`src/hw/rtl/bmp_stream_pixel_decoder_core_defines.svh`:
```
// ----------------------------------------------------------------------------
// BMP stream pixel decoder assertion macros
// Shared concurrent assertion forms, clocked on clk and disabled in rst.
// ----------------------------------------------------------------------------
`ifndef BMP_STREAM_PIXEL_DECODER_CORE_DEFINES_SVH
`define BMP_STREAM_PIXEL_DECODER_CORE_DEFINES_SVH

// same-cycle implication
`define BMP_ASSERT_NOW(lbl, ante, cons, msg) \
  lbl: assert property (@(posedge clk) disable iff (rst) (ante) |-> (cons)) \
    else $error(msg);

// next-cycle implication
`define BMP_ASSERT_NEXT(lbl, ante, cons, msg) \
  lbl: assert property (@(posedge clk) disable iff (rst) (ante) |=> (cons)) \
    else $error(msg);

`endif

```
`src/hw/rtl/bmp_pkg.sv`:
```
// ----------------------------------------------------------------------------
// BMP decoder package
// Status codes, depth codes, header constants and the queue entry type.
// ----------------------------------------------------------------------------
package bmp_pkg;

  typedef enum logic [2:0] {
    ST_PIXEL       = 3'd0,
    ST_EMPTY       = 3'd1,
    ST_BAD_SIG     = 3'd2,
    ST_BAD_HDR     = 3'd3,
    ST_UNSUPPORTED = 3'd4,
    ST_TRUNCATED   = 3'd5
  } status_t;

  localparam logic [1:0] DEPTH_16 = 2'd0;
  localparam logic [1:0] DEPTH_24 = 2'd1;
  localparam logic [1:0] DEPTH_32 = 2'd2;

  localparam logic [7:0]  SIG_B        = 8'h42;
  localparam logic [7:0]  SIG_M        = 8'h4d;
  localparam logic [32:0] FILE_HDR_LEN = 33'd14;
  localparam logic [31:0] HDR_CORE     = 32'd12;
  localparam logic [31:0] HDR_INFO     = 32'd40;
  localparam logic [7:0]  ALPHA_OPAQUE = 8'hff;

  typedef struct packed {
    status_t     status;
    logic        last;
    logic [23:0] raw;
    logic [7:0]  alpha;
    logic [1:0]  depth;
    logic [11:0] row;
    logic [11:0] col;
    logic [12:0] width;
    logic [12:0] height;
  } entry_t;

endpackage

```
`src/hw/rtl/bmp_stream_pixel_decoder_core.sv`:
```
// ----------------------------------------------------------------------------
// BMP stream pixel decoder
// Decodes an uncompressed 16/24/32 bpp BMP byte stream into ABGR pixels
// tagged with destination row and column.
// ----------------------------------------------------------------------------
//  channel | dir | tdata                                  | tuser  | tlast
//  s_      | in  | byte_value                             | -      | end_of_file
//  m_      | out | abgr, row, col, width, height          | status | is_last
//
//  One byte per cycle while s_tready is high; the front end handles each byte as it is accepted.
//  Results pass a two-entry queue and an output register.
//  s_tready falls only while the queue is full under output backpressure.
//  rst clears all parser state; end_of_file rearms the parser as well.
// ----------------------------------------------------------------------------
module bmp_stream_pixel_decoder_core
  import bmp_pkg::*;
#(
  parameter int MAX_DIM = 4096
) (
  input  logic        clk,
  input  logic        rst,
  input  logic        s_tvalid,
  output logic        s_tready,
  input  logic [7:0]  s_tdata,   // byte_value
  input  logic        s_tlast,
  output logic        m_tvalid,
  input  logic        m_tready,
  output logic [87:0] m_tdata,   // pixel_abgr, pixel_row, pixel_col, image_width, image_height
  output logic [2:0]  m_tuser,   // status
  output logic        m_tlast
);

  logic   push;
  entry_t push_entry;
  logic   full;
  logic   pop;
  logic   q_valid;
  entry_t q_entry;

  bmp_front #(
    .MAX_DIM (MAX_DIM)
  ) u_front (
    .clk        (clk),
    .rst        (rst),
    .in_valid   (s_tvalid),
    .in_ready   (s_tready),
    .in_byte    (s_tdata),
    .in_eof     (s_tlast),
    .full       (full),
    .push       (push),
    .push_entry (push_entry)
  );

  bmp_queue u_queue (
    .clk        (clk),
    .rst        (rst),
    .push       (push),
    .push_entry (push_entry),
    .full       (full),
    .pop        (pop),
    .q_valid    (q_valid),
    .q_entry    (q_entry)
  );

  bmp_back u_back (
    .clk       (clk),
    .rst       (rst),
    .q_valid   (q_valid),
    .q_entry   (q_entry),
    .pop       (pop),
    .out_valid (m_tvalid),
    .out_ready (m_tready),
    .out_data  (m_tdata),
    .out_user  (m_tuser),
    .out_last  (m_tlast)
  );

endmodule

```
`src/hw/rtl/bmp_front.sv`:
```
// ----------------------------------------------------------------------------
// BMP decoder front end
// Parses header bytes, skips to the pixel data, gathers pixel bytes and
// drops row padding; emits one queue entry per result.
// ----------------------------------------------------------------------------
module bmp_front
  import bmp_pkg::*;
#(
  parameter int MAX_DIM = 4096
) (
  input  logic       clk,
  input  logic       rst,
  input  logic       in_valid,
  output logic       in_ready,
  input  logic [7:0] in_byte,
  input  logic       in_eof,
  input  logic       full,
  output logic       push,
  output entry_t     push_entry
);

  localparam int          DIM_W = $clog2(MAX_DIM + 1);
  localparam logic [31:0] MAX32 = 32'(MAX_DIM);

  localparam logic [31:0] POS_SIG0     = 32'd0;
  localparam logic [31:0] POS_SIG1     = 32'd1;
  localparam logic [31:0] POS_OFFSET   = 32'd13;
  localparam logic [31:0] POS_HDR_LEN  = 32'd17;
  localparam logic [31:0] POS_DIB      = 32'd18;
  localparam logic [31:0] POS_C_WIDTH  = 32'd19;
  localparam logic [31:0] POS_C_HEIGHT = 32'd21;
  localparam logic [31:0] POS_C_BPP    = 32'd25;
  localparam logic [31:0] POS_I_WIDTH  = 32'd21;
  localparam logic [31:0] POS_I_HEIGHT = 32'd25;
  localparam logic [31:0] POS_I_BPP    = 32'd29;
  localparam logic [31:0] POS_I_COMP   = 32'd33;

  typedef enum logic [4:0] {
    PH_HEADER = 5'b00001,
    PH_SKIP   = 5'b00010,
    PH_PIXEL  = 5'b00100,
    PH_PAD    = 5'b01000,
    PH_DRAIN  = 5'b10000
  } phase_t;

  phase_t           phase, phase_next;
  logic [31:0]      pos, pos_next;
  logic [31:0]      offset, offset_next;
  logic             core, core_next;
  logic [DIM_W-1:0] width, width_next;
  logic [DIM_W-1:0] height, height_next;
  logic             top_down, top_down_next;
  logic [1:0]       depth, depth_next;
  logic [31:0]      fs, fs_next;
  logic [23:0]      pix, pix_next;
  logic [1:0]       bip, bip_next;
  logic [DIM_W-1:0] col, col_next;
  logic [DIM_W-1:0] row, row_next;
  logic [1:0]       pad, pad_next;

  logic        accept;
  logic [31:0] fs_new;
  logic [32:0] pos_inc;
  logic [15:0] v16;
  logic [16:0] mag17;
  logic [32:0] mag33;
  logic [15:0] bpp;
  logic [1:0]  bpp_code;
  logic        bpp_ok;
  logic        hdr_done;
  status_t     hst;
  logic [23:0] pix_or;
  logic [DIM_W:0] col_inc;
  logic [DIM_W:0] row_inc;
  logic [31:0] w32, wn32, hn32, c32, row32;

  assign in_ready = !full;
  assign accept   = in_valid && !full;
  assign fs_new   = {in_byte, fs[31:8]};
  assign pos_inc  = {1'b0, pos} + 33'd1;
  assign v16      = fs_new[31:16];
  assign w32      = 32'(width);
  assign c32      = 32'(col);

  always_comb begin
    bpp = core ? v16 : fs_new[31:16];
    bpp_ok = 1'b1;
    unique case (bpp)
      16'd16:  bpp_code = DEPTH_16;
      16'd24:  bpp_code = DEPTH_24;
      16'd32:  bpp_code = DEPTH_32;
      default: begin
        bpp_code = DEPTH_16;
        bpp_ok = 1'b0;
      end
    endcase
  end

  always_comb begin
    phase_next    = phase;
    pos_next      = pos + 32'd1;
    offset_next   = offset;
    core_next     = core;
    width_next    = width;
    height_next   = height;
    top_down_next = top_down;
    depth_next    = depth;
    fs_next       = fs;
    pix_next      = pix;
    bip_next      = bip;
    col_next      = col;
    row_next      = row;
    pad_next      = pad;
    hst           = ST_PIXEL;
    hdr_done      = 1'b0;
    mag17         = {1'b0, v16};
    mag33         = {1'b0, fs_new};
    pix_or        = pix;
    col_inc       = {1'b0, col} + 1'b1;
    row_inc       = {1'b0, row} + 1'b1;
    row32         = 32'(height) - 32'd1 - 32'(row);
    push          = 1'b0;
    push_entry    = '0;

    unique case (phase)
      PH_HEADER: begin
        fs_next = fs_new;
        if (pos == POS_SIG0) begin
          if (in_byte != SIG_B) hst = ST_BAD_SIG;
        end else if (pos == POS_SIG1) begin
          if (in_byte != SIG_M) hst = ST_BAD_SIG;
        end else if (pos == POS_OFFSET) begin
          offset_next = fs_new;
        end else if (pos == POS_HDR_LEN) begin
          core_next = (fs_new == HDR_CORE);
          if (fs_new != HDR_CORE && fs_new < HDR_INFO) begin
            hst = ST_BAD_HDR;
          end else if ({1'b0, offset} < FILE_HDR_LEN + {1'b0, fs_new}) begin
            hst = ST_BAD_HDR;
          end
        end else if (pos >= POS_DIB) begin
          if (core) begin
            if (pos == POS_C_WIDTH) begin
              if ({16'd0, v16} > MAX32) hst = ST_BAD_HDR;
              else width_next = DIM_W'(v16);
            end else if (pos == POS_C_HEIGHT) begin
              if (v16[15]) begin
                mag17 = 17'h10000 - {1'b0, v16};
                top_down_next = 1'b1;
              end
              if ({15'd0, mag17} > MAX32) hst = ST_BAD_HDR;
              else height_next = DIM_W'(mag17);
            end else if (pos == POS_C_BPP) begin
              if (!bpp_ok) hst = ST_UNSUPPORTED;
              else begin
                depth_next = bpp_code;
                hdr_done = 1'b1;
              end
            end
          end else begin
            if (pos == POS_I_WIDTH) begin
              if (fs_new > MAX32) hst = ST_BAD_HDR;
              else width_next = DIM_W'(fs_new);
            end else if (pos == POS_I_HEIGHT) begin
              if (fs_new[31]) begin
                mag33 = 33'h1_0000_0000 - {1'b0, fs_new};
                top_down_next = 1'b1;
              end
              if (mag33 > {1'b0, MAX32}) hst = ST_BAD_HDR;
              else height_next = DIM_W'(mag33);
            end else if (pos == POS_I_BPP) begin
              if (!bpp_ok) hst = ST_UNSUPPORTED;
              else depth_next = bpp_code;
            end else if (pos == POS_I_COMP) begin
              if (fs_new != 32'd0) hst = ST_UNSUPPORTED;
              else hdr_done = 1'b1;
            end
          end
        end
        if (hdr_done) begin
          if (width == '0 || height == '0) hst = ST_EMPTY;
          else if (pos_inc == {1'b0, offset}) phase_next = PH_PIXEL;
          else phase_next = PH_SKIP;
        end
        if (hst != ST_PIXEL) begin
          push = 1'b1;
          push_entry.status = hst;
          push_entry.last = 1'b1;
          phase_next = PH_DRAIN;
        end
      end
      PH_SKIP: begin
        if (pos_inc >= {1'b0, offset}) phase_next = PH_PIXEL;
      end
      PH_PAD: begin
        pad_next = pad - 2'd1;
        if (pad_next == 2'd0) phase_next = PH_PIXEL;
      end
      PH_PIXEL: begin
        case (bip)
          2'd0:    pix_or = pix | {16'd0, in_byte};
          2'd1:    pix_or = pix | {8'd0, in_byte, 8'd0};
          2'd2:    pix_or = pix | {in_byte, 16'd0};
          default: pix_or = pix;
        endcase
        if ({1'b0, bip} < {1'b0, depth} + 3'd1) begin
          pix_next = pix_or;
          bip_next = bip + 2'd1;
        end else begin
          pix_next = '0;
          bip_next = '0;
          push = 1'b1;
          push_entry.status = ST_PIXEL;
          push_entry.raw = pix_or;
          push_entry.alpha = in_byte;
          push_entry.depth = depth;
          push_entry.row = top_down ? 12'(32'(row)) : row32[11:0];
          push_entry.col = c32[11:0];
          if (col_inc >= {1'b0, width}) begin
            col_next = '0;
            row_next = DIM_W'(row_inc);
            if (row_inc >= {1'b0, height}) begin
              push_entry.last = 1'b1;
              phase_next = PH_DRAIN;
            end else begin
              if (depth == DEPTH_16) pad_next = w32[0] ? 2'd2 : 2'd0;
              else if (depth == DEPTH_24) pad_next = w32[1:0];
              else pad_next = 2'd0;
              if (pad_next != 2'd0) phase_next = PH_PAD;
            end
          end else begin
            col_next = DIM_W'(col_inc);
          end
        end
      end
      PH_DRAIN: begin
        phase_next = PH_DRAIN;
      end
      default: begin
        phase_next = PH_DRAIN;
      end
    endcase

    wn32 = 32'(width_next);
    hn32 = 32'(height_next);
    push_entry.width  = wn32[12:0];
    push_entry.height = hn32[12:0];

    if (in_eof) begin
      if (phase_next != PH_DRAIN) begin
        push = 1'b1;
        push_entry.status = ST_TRUNCATED;
        push_entry.last = 1'b1;
        push_entry.raw = '0;
        push_entry.alpha = '0;
        push_entry.depth = '0;
        push_entry.row = '0;
        push_entry.col = '0;
      end
      phase_next    = PH_HEADER;
      pos_next      = '0;
      offset_next   = '0;
      core_next     = 1'b0;
      width_next    = '0;
      height_next   = '0;
      top_down_next = 1'b0;
      depth_next    = '0;
      fs_next       = '0;
      pix_next      = '0;
      bip_next      = '0;
      col_next      = '0;
      row_next      = '0;
      pad_next      = '0;
    end
    push = push && accept;
  end

  always_ff @(posedge clk) begin
    if (rst) begin
      phase    <= PH_HEADER;
      pos      <= '0;
      offset   <= '0;
      core     <= 1'b0;
      width    <= '0;
      height   <= '0;
      top_down <= 1'b0;
      depth    <= '0;
      fs       <= '0;
      pix      <= '0;
      bip      <= '0;
      col      <= '0;
      row      <= '0;
      pad      <= '0;
    end else if (accept) begin
      phase    <= phase_next;
      pos      <= pos_next;
      offset   <= offset_next;
      core     <= core_next;
      width    <= width_next;
      height   <= height_next;
      top_down <= top_down_next;
      depth    <= depth_next;
      fs       <= fs_next;
      pix      <= pix_next;
      bip      <= bip_next;
      col      <= col_next;
      row      <= row_next;
      pad      <= pad_next;
    end
  end

endmodule

```
`src/hw/rtl/bmp_queue.sv`:
```
// ----------------------------------------------------------------------------
// BMP decoder result queue
// Two-entry queue of result entries between the front and back ends.
// ----------------------------------------------------------------------------
`include "bmp_stream_pixel_decoder_core_defines.svh"

module bmp_queue
  import bmp_pkg::*;
(
  input  logic   clk,
  input  logic   rst,
  input  logic   push,
  input  entry_t push_entry,
  output logic   full,
  input  logic   pop,
  output logic   q_valid,
  output entry_t q_entry
);

  localparam int DEPTH = 2;
  localparam int PTR_W = $clog2(DEPTH);
  localparam int CNT_W = $clog2(DEPTH + 1);

  entry_t             slots [DEPTH];
  logic [PTR_W-1:0]   wr_ptr;
  logic [PTR_W-1:0]   rd_ptr;
  logic [CNT_W-1:0]   count;

  assign full    = (count == CNT_W'(DEPTH));
  assign q_valid = (count != '0);
  assign q_entry = slots[rd_ptr];

  always_ff @(posedge clk) begin
    if (push) slots[wr_ptr] <= push_entry;
  end

  always_ff @(posedge clk) begin
    if (rst) begin
      wr_ptr <= '0;
      rd_ptr <= '0;
      count  <= '0;
    end else begin
      if (push) wr_ptr <= wr_ptr + 1'b1;
      if (pop) rd_ptr <= rd_ptr + 1'b1;
      if (push && !pop) count <= count + 1'b1;
      else if (pop && !push) count <= count - 1'b1;
    end
  end

  `BMP_ASSERT_NOW(a_push_room, push, !full, "entry pushed into full queue")
  `BMP_ASSERT_NOW(a_pop_data, pop, q_valid, "entry popped from empty queue")
  `BMP_ASSERT_NEXT(a_fill, push && !pop, count == $past(count) + 1'b1, "fill count slip")

endmodule

```
`src/hw/rtl/bmp_back.sv`:
```
// ----------------------------------------------------------------------------
// BMP decoder back end
// Converts queued pixel bytes to ABGR and holds the result register.
// ----------------------------------------------------------------------------
module bmp_back
  import bmp_pkg::*;
(
  input  logic        clk,
  input  logic        rst,
  input  logic        q_valid,
  input  entry_t      q_entry,
  output logic        pop,
  output logic        out_valid,
  input  logic        out_ready,
  output logic [87:0] out_data,
  output logic [2:0]  out_user,
  output logic        out_last
);

  logic [31:0] abgr;
  logic [15:0] v;
  logic [7:0]  alpha;

  assign pop = q_valid && (!out_valid || out_ready);
  assign v   = q_entry.raw[15:0];

  always_comb begin
    alpha = (q_entry.depth == DEPTH_32) ? q_entry.alpha : ALPHA_OPAQUE;
    if (q_entry.status != ST_PIXEL) begin
      abgr = '0;
    end else if (q_entry.depth == DEPTH_16) begin
      abgr = {ALPHA_OPAQUE, v[4:0], 3'd0, v[9:5], 3'd0, v[14:10], 3'd0};
    end else begin
      abgr = {alpha, q_entry.raw[7:0], q_entry.raw[15:8], q_entry.raw[23:16]};
    end
  end

  always_ff @(posedge clk) begin
    if (rst) begin
      out_valid <= 1'b0;
    end else if (pop) begin
      out_valid <= 1'b1;
    end else if (out_ready) begin
      out_valid <= 1'b0;
    end
  end

  always_ff @(posedge clk) begin
    if (pop) begin
      out_data <= {6'd0, q_entry.height, q_entry.width, q_entry.col, q_entry.row, abgr};
      out_user <= q_entry.status;
      out_last <= q_entry.last;
    end
  end

endmodule
```
`config.mk`:
```
export PLATFORM = sky130hd
export DESIGN_NAME = bmp_stream_pixel_decoder_core
export DESIGN_NICKNAME = d
export VERILOG_FILES = /design/src/hw/rtl/bmp_pkg.sv /design/src/hw/rtl/bmp_stream_pixel_decoder_core.sv /design/src/hw/rtl/bmp_front.sv /design/src/hw/rtl/bmp_queue.sv /design/src/hw/rtl/bmp_back.sv
export VERILOG_INCLUDE_DIRS = /design/src /design/src/hw/rtl
export SDC_FILE = /design/constraint.sdc
export NUM_CORES = 1
export LEC_CHECK = 0
export BUFFER_PORTS_ARGS = -buffer_cell sky130_fd_sc_hd__buf_2
export CORE_MARGIN = 4
export CORE_UTILIZATION = 55
export DETAILED_ROUTE_END_ITERATION = 6
export GPL_TIMING_DRIVEN = 0
export PLACE_DENSITY = 0.7
export SYNTH_ARGS = -nofsm -noshare
export SYNTH_HDL_FRONTEND = slang
export SYNTH_SLANG_ARGS = --single-unit
```
`constraint.sdc`:
```
create_clock -name clk -period 10.1 [get_ports clk]
set_input_delay 1.01 -clock clk [delete_from_list [all_inputs] [get_ports clk]]
set_output_delay 1.01 -clock clk [all_outputs]
set_load 0.005 [all_outputs]
```
* Word-level counts from Yosys, hierarchy flattened *
Memory sizes are Yosys's and may differ from the RTL's. A register that Yosys moved wholly into a read port is not among the register bits.
Cells that the tools add are included.

cells by class
  reduce and logical (&&, ||, !) cells = 46
  add/sub/neg operators = 16
  $lt $le $gt $ge = 11
  multiplexer cells = 195
  bitwise logic cells = 3
  equality and inequality tests = 40

operators with widths
  operator                  count
  $mux W13                  34
  $mux W33                  10
  $mux W32                  9
  $mux W17                  10
  $eq A32 B5 Y1 const B     5
  $mux W62                  2
  $mux W2                   38
  $mux W24                  3
  $pmux W24 S3              1
  $eq A32 B4 Y1 const B     2
  $mux W3                   20
  $mux W59                  1
  $mux W58                  1
  $mux W5                   10
  $mux W1                   48
  $add A32 B1 Y33 const B   1
  $add A4 B32 Y33 const A   1
  $eq A33 B32 Y1            1
  $ge A33 B32 Y1            1
  $gt A33 B13 Y1 const B    1
  $lt A32 B33 Y1            1
  $sub A33 B32 Y33 const A  1
  $add A32 B1 Y32 const B   1
  $eq A16 B5 Y1 const B     2
  58 further kinds          107

storage, ports and cells
  memory bits (writable) = 176
  input bits = 13
  word-level logic and storage cells = 335
  memories kept = 1
  register bits = 276
  output and inout port bits = 94

memory list
  name           words  width  read ports  clocked after Yosys merged registers in  wr ports  line             text
  u_queue.slots  2      88     1           1                                        1         bmp_queue.sv:24  entry_t slots [DEPTH];

* Longest topological paths before layout *
  depth in word-level cells = 35
  mapped depth = 27

* Modules after synthesis *
A second synthesis with hierarchy kept.

second synthesis, totals
  cell total of the unflattened synthesis = 2499
  area total of the unflattened synthesis = 24516.0 µm²

modules (own cells, without submodules)
  module     sequential area each (µm²)  area each (µm²)  cells an instance  times used
  bmp_front  3543.4                      14691.6          2028               1
  bmp_queue  5385.2                      6633.9           296                1
  bmp_back   2602.5                      3190.6           175                1

* Least setup slack after synthesis *
OpenSTA, ideal clock, no wires.

  path type = input-to-reg
  start point = in s_tdata[0]
  end point = mem u_queue.slots[0][0] (netlist bit), enable pin
  path slack = 2.175 ns
  arrival time = 7.389 ns
  cell stages on the path = 16
  path buffers = 1
  cells stage by stage = clkbuf_1 -> nand2_1 -> or3_1 -> nor3_1 -> xnor2_1 -> ha_1 -> a211oi_1 -> nand2_1 -> nor4_1 -> o211ai_1 -> and3b_1 -> a21oi_1 -> nand4_1 -> a211o_1 -> o211ai_1 -> nor2_1

between the ends
  longest elaborated chain between the ends = 33

ends and longest elaborated chain
  element                                                      line                                 text
  start: declaration                                           bmp_stream_pixel_decoder_core.sv:24  input logic [7:0] s_tdata,
  $sub A33 B32 Y33 / $sub A17 B16 Y17 (equally long branches)  bmp_front.sv:166, bmp_front.sv:148
  $mux W33 / $mux W17 (equally long branches)                  bmp_front.sv:165, bmp_front.sv:147
  $mux W33 / $mux W17 (equally long branches)                  bmp_front.sv:164, bmp_front.sv:146
  $mux W33 / $mux W17 (equally long branches)                  bmp_front.sv:161, bmp_front.sv:143
  $mux W33 / $mux W17 (equally long branches)                  bmp_front.sv:142                     if (core) begin
  $mux W33 / $mux W17 (equally long branches)                  bmp_front.sv:141                     end else if (pos >= POS_DIB) begin
  $mux W33 / $mux W17 (equally long branches)                  bmp_front.sv:134                     end else if (pos == POS_HDR_LEN) begin
  $mux W33 / $mux W17 (equally long branches)                  bmp_front.sv:132                     end else if (pos == POS_OFFSET) begin
  (+17 left out)                                               -
  $mux W5                                                      bmp_front.sv:185                     if (hst != ST_PIXEL) begin
  $pmux W5 S4                                                  bmp_front.sv:125                     unique case (phase)
  $ne A5 B5 Y1                                                 bmp_front.sv:250                     if (phase_next != PH_DRAIN) begin
  $mux W1                                                      bmp_front.sv:250
  $mux W1 *                                                    bmp_front.sv:249                     if (in_eof) begin
  $logic_and A1 B1 Y1 *                                        bmp_front.sv:275                     push = push && accept;
  $mux W1 *                                                    bmp_queue.sv:34                      if (push) slots[wr_ptr] <= push_entry;
  $mux W1 (not written as such) *                              bmp_queue.sv:34
  end: declaration                                             bmp_queue.sv:24

Mark *: on every way between the ends. The rest lies on a longest branch, timed or not. The select of a mux whose other input is x is not followed.

* Worst setup path after layout *
  start point = reg u_front.fs[26]
  end point = mem u_queue.slots[1][7] (netlist bit), enable pin

between the ends
  longest elaborated chain between the ends = 33

ends and longest elaborated chain
  element                                                      line                                text
  start: declaration                                           bmp_front.sv:54                     logic [31:0] fs, fs_next;
  start signal: assignment                                     bmp_front.sv:303                    fs <= fs_next;
  $sub A33 B32 Y33 / $sub A17 B16 Y17 (equally long branches)  bmp_front.sv:166, bmp_front.sv:148
  $mux W33 / $mux W17 (equally long branches)                  bmp_front.sv:165, bmp_front.sv:147
  $mux W33 / $mux W17 (equally long branches)                  bmp_front.sv:164, bmp_front.sv:146
  $mux W33 / $mux W17 (equally long branches)                  bmp_front.sv:161, bmp_front.sv:143
  $mux W33 / $mux W17 (equally long branches)                  bmp_front.sv:142
  $mux W33 / $mux W17 (equally long branches)                  bmp_front.sv:141
  $mux W33 / $mux W17 (equally long branches)                  bmp_front.sv:134
  $mux W33 / $mux W17 (equally long branches)                  bmp_front.sv:132
  (+17 left out)                                               -
  $mux W5                                                      bmp_front.sv:185
  $pmux W5 S4                                                  bmp_front.sv:125
  $ne A5 B5 Y1                                                 bmp_front.sv:250
  $mux W1                                                      bmp_front.sv:250
  $mux W1 *                                                    bmp_front.sv:249
  $logic_and A1 B1 Y1 *                                        bmp_front.sv:275
  $mux W1 *                                                    bmp_queue.sv:34
  $mux W1 (not written as such) *                              bmp_queue.sv:34

Marked as above.

==> summary.md <==
| Metric | Value |
|---|---|
| Drt total wl | `approximately 73 mm` |
| Overall die width | `between 200 and 250 um` |
| Clk buf depth | `3` |
| Port bufs | `95` |
| Std cell rows | `76` |
| Starting Density | `approximately 56%` |
| Antenna diode instance count | `0` |
| Rel. slew slack | `a little under a quarter` |
| Startpoint types | `flop` |
| Clk pwr share | `32.4%` |
| DRT iter0 DRCs | `between 1,500 and 2,000` |
| Max VDD drop | `between 0.1 and 0.15 mV` |
| Peak Freq | `154 MHz` |
| Core area | `about 43,000 um^2` |
| P_leak | `between 9 and 10 nW` |
| Tcrit/Tclk final | `64.2%` |
| Final Instance Area | `approximately 27,000 um^2` |
| Vias per cell | `6.17` |
| Filler cell count | `between 3,000 and 4,000` |
| WS Path Type | `flop to flop` |
| Syn_area_per_cell | `~9.9 um^2` |
| Area after DPL | `around 26,000 um^2` |
| Prevailing post-synth register cell | `edfxtp_1` |
| Die area | `47,200 um^2` |
| Crit end category | `flop` |
| Power Dens Cells | `195 nW/um^2` |
| Worst Path Buf+Inv | `4` |
| Yosys Warn Count | `0` |
| Async SR Flop Fraction | `0%` |
| Detail Route Antenna Nets | `0` |
| Clock Skew | `between 20 and 25 ps` |
| Clk slew on worst S/H paths | `60 ps` |
| Drt first pass iters | `6` |
| First-pass GRT wire length | `approximately 110 mm` |
| Routed WL per cell | `around 23 um` |
| CTS tree | `built` |
| Worst Path Arrival | `slightly below 7000 ps` |
| Clock sink count | `~450` |
| Hold Fails Final Rpt | `0` |
| Resize count post-CTS | `0` |
| Largest net degree at the start of global routing | `80` |
| Global Route Usage Sum | `a little under a third` |
| Fin crit period | `approximately 6500 ps` |
| CP cell instances | `clkbuf_1 > clkbuf_1 > nand3_1 > nor2_1 > nand3_1 > or2_2 > nor3_1 > xnor2_1 > ha_1 > a211oi_1 > nand2_1 > nor4_1 > o211ai_1 > and3b_1 > a21oi_1 > nand4_1 > a211o_1 > o211ai_1 > nor2_4 > buf_12 > buf_12` |
| Multi-input gate area in the final layout | `roughly 11,000 um^2` |
| Register area | `around 12,000 um^2` |
| Die Y | `roughly 220 um` |
| Worst hold path type | `flop to flop` |
| Final setup vio count | `0` |
| Worst slew pin tran | `1130 ps` |
| CTS buffer count | `47` |
| WP data required | `roughly 10,000 ps` |
| Final setup margin | `about 3600 ps` |
| Part of the power in combinational logic | `approximately 22%` |
| Fin util | `between 60% and 70%` |
| Switching part of the total power | `between 20 and 30%` |
| CP peak stage delay | `roughly 750 ps` |
| Gpl congestion | `slightly below 1` |
| Synth unique cells | `just over 90` |
| Delay-heaviest family, CP | `simple AND/OR/NAND/NOR gates` |
| Seq/Total Area, Yosys | `a little under half` |
| Outcome | `completed` |
| Via count | `19,700` |
| RSZ-0062 raised after global routing | `no` |
| Area grow syn2layout | `12.2%` |
| Sw power | `roughly 0.0015 W` |
| Final Max Slew Viols | `0` |
| Internal | `0.00376 W` |
| Slowest cell on crit path | `clkbuf_1` |
| Setup WS pre-CTS | `3790 ps` |
| Io pins | `between 100 and 150` |
| Netlist Area Pre-Place | `24,100 um^2` |
| Post-DP HPWL | `54.7 mm` |
| Grt ovf | `0` |
| DRC | `0` |
| Fraction of layout cells with a size suffix above 1 | `between 10% and 20%` |
| Post-synthesis register bit count | `between 400 and 500` |
| Layout net count | `roughly 2,700` |
| Max-cap viol count | `0` |
| Setup Fix Bufs, Post-CTS | `0` |
| Worst-skew pair later-pin latency | `590 ps` |
| Hold buffer count at cts | `0` |
| Synth Instances | `between 2,000 and 2,500` |
| Initial antenna violation count | `1` |
| Max FO, Critical Path | `28` |
| H-tree Lvls | `2` |
| EDFF count, synth | `roughly 260` |
| Sequential share of power | `45.9%` |
| Clk root buf | `clkbuf_16` |
| Vias in the first global route | `around 19,000` |
[sequential cells by signal, summed over array words and instances (netlist names), 24 cells and up, named ones only]
name	cells
u_queue.slots	176
u_front.pix	24
u_front.pos	32
u_back.out_data	82
u_front.fs	24
u_front.offset	32
[synthesized netlist by cell type, types with 36 or more instances]
cell type | number | area, um^2
a21oi_1 | 171 | 856
xor2_1 | 42 | 368
dfxtp_1 | 183 | 3660
nor2_1 | 238 | 893
ha_1 | 121 | 1510
nand2_1 | 142 | 533
a22oi_1 | 89 | 668
xnor2_1 | 76 | 666
mux2_2 | 61 | 687
edfxtp_1 | 262 | 7870
o21ai_0 | 77 | 385
inv_1 | 115 | 432
and2_1 | 36 | 225
clkbuf_1 | 142 | 533
nand4_1 | 39 | 244
nand3_1 | 79 | 395
nor3_1 | 41 | 205
[through the flow]
stage / TNS (ps) / std cells / total power, W / hold slack, ps
floorplan: 0 / 2429 / 0.00312 / 438
global placement: -174250 / 3109 / 0.00357 / 453
detailed placement: 0 / 3116 / 0.00360 / 464
CTS: 0 / 3202 / 0.00530 / 472
global route: 0 / 3202 / 0.00549 / 504
finish: 0 / 3202 / 0.00527 / 472
[worst register-to-register path: cells and delay by family (launching register included)]
family / cells / cell delay, ps
AO/OA/AOI/OAI: 5 / 940
XOR/XNOR: 1 / 110
adder cells (fa/ha/maj): 1 / 220
buffers and inverters: 4 / 1710
flip-flops: 1 / 400
AND/OR/NAND/NOR: 10 / 2760
[final cells by class]
cell class / instances / area share (%)
multi-input cells: 1691 / 42.4
well taps: 585 / 2.71
inverters: 118 / 1.65
plain buffers: 175 / 2.64
clock buffers: 63 / 4.77
clock inverters: 23 / 0.847
repair buffers: 102 / 2.36
flip-flops and latches: 445 / 42.7
[placed cells by master, fill, tap and decap left out, types with 41 or more instances in the layout]
cell / n
buf_2: 104
xnor2_1: 76
nor3_1: 41
nand3_1: 79
ha_1: 121
clkbuf_16: 49
edfxtp_1: 262
mux2_2: 61
a22oi_1: 89
dfxtp_1: 183
xor2_1: 42
a21oi_1: 171
nor2_1: 236
inv_1: 114
nand2_1: 142
clkbuf_1: 155
o21ai_0: 77
[cells by family after synthesis]
group,after synthesis,synth area share [%]
other,1,0.0156
AND/OR/NAND/NOR,808,17.3
AO/OA/AOI/OAI,537,14.6
adder cells (fa/ha/maj),122,6.36
buffers and inverters,293,4.80
XOR/XNOR,118,4.29
flip-flops,445,47.8
multiplexers,100,4.83
[routing by layer]
layer / global-route usage, % / wire length (um) / vias up / share of wire (%)
met2: 51.6 / 35300 / 857 / 48
met3: 4.75 / 5380 / 166 / 7.4
met5: 0 / 12 / - / 0.016
met1: 39.3 / 29800 / 9562 / 41
li1: - / - / 9159 / -
met4: 11.2 / 2590 / 2 / 3.5
[final timing paths]
| kind | startpoint | endpoint | slack (ps) | cells after the start |
|---|---|---|---|---|
| setup / recovery | u_front.fs[26]$_SDFFE_PP0P_ | u_queue.slots[1][7]$_DFFE_PP_ | 3610 | 21 |
| hold / removal | u_front.pos[31]$_SDFFE_PP0P_ | u_front.pos[31]$_SDFFE_PP0P_ | 470 | 2 |
| setup reg to reg | u_front.fs[26]$_SDFFE_PP0P_ | u_queue.slots[1][7]$_DFFE_PP_ | 3610 | 21 |
| hold reg to reg | u_front.pos[31]$_SDFFE_PP0P_ | u_front.pos[31]$_SDFFE_PP0P_ | 470 | 2 |
[power by group through the flow]
stage	combinational, W	clock (W)	sequential [W]
final	0.00115	0.00171	0.00242
after global routing	0.00123	0.00181	0.00245
after CTS	0.00115	0.00173	0.00242
after detailed placement	0.00114	0	0.00245
after global placement	0.00108	0	0.00249
after floorplan	0.000621	0	0.00250
Power figures use the tool's default switching activity.
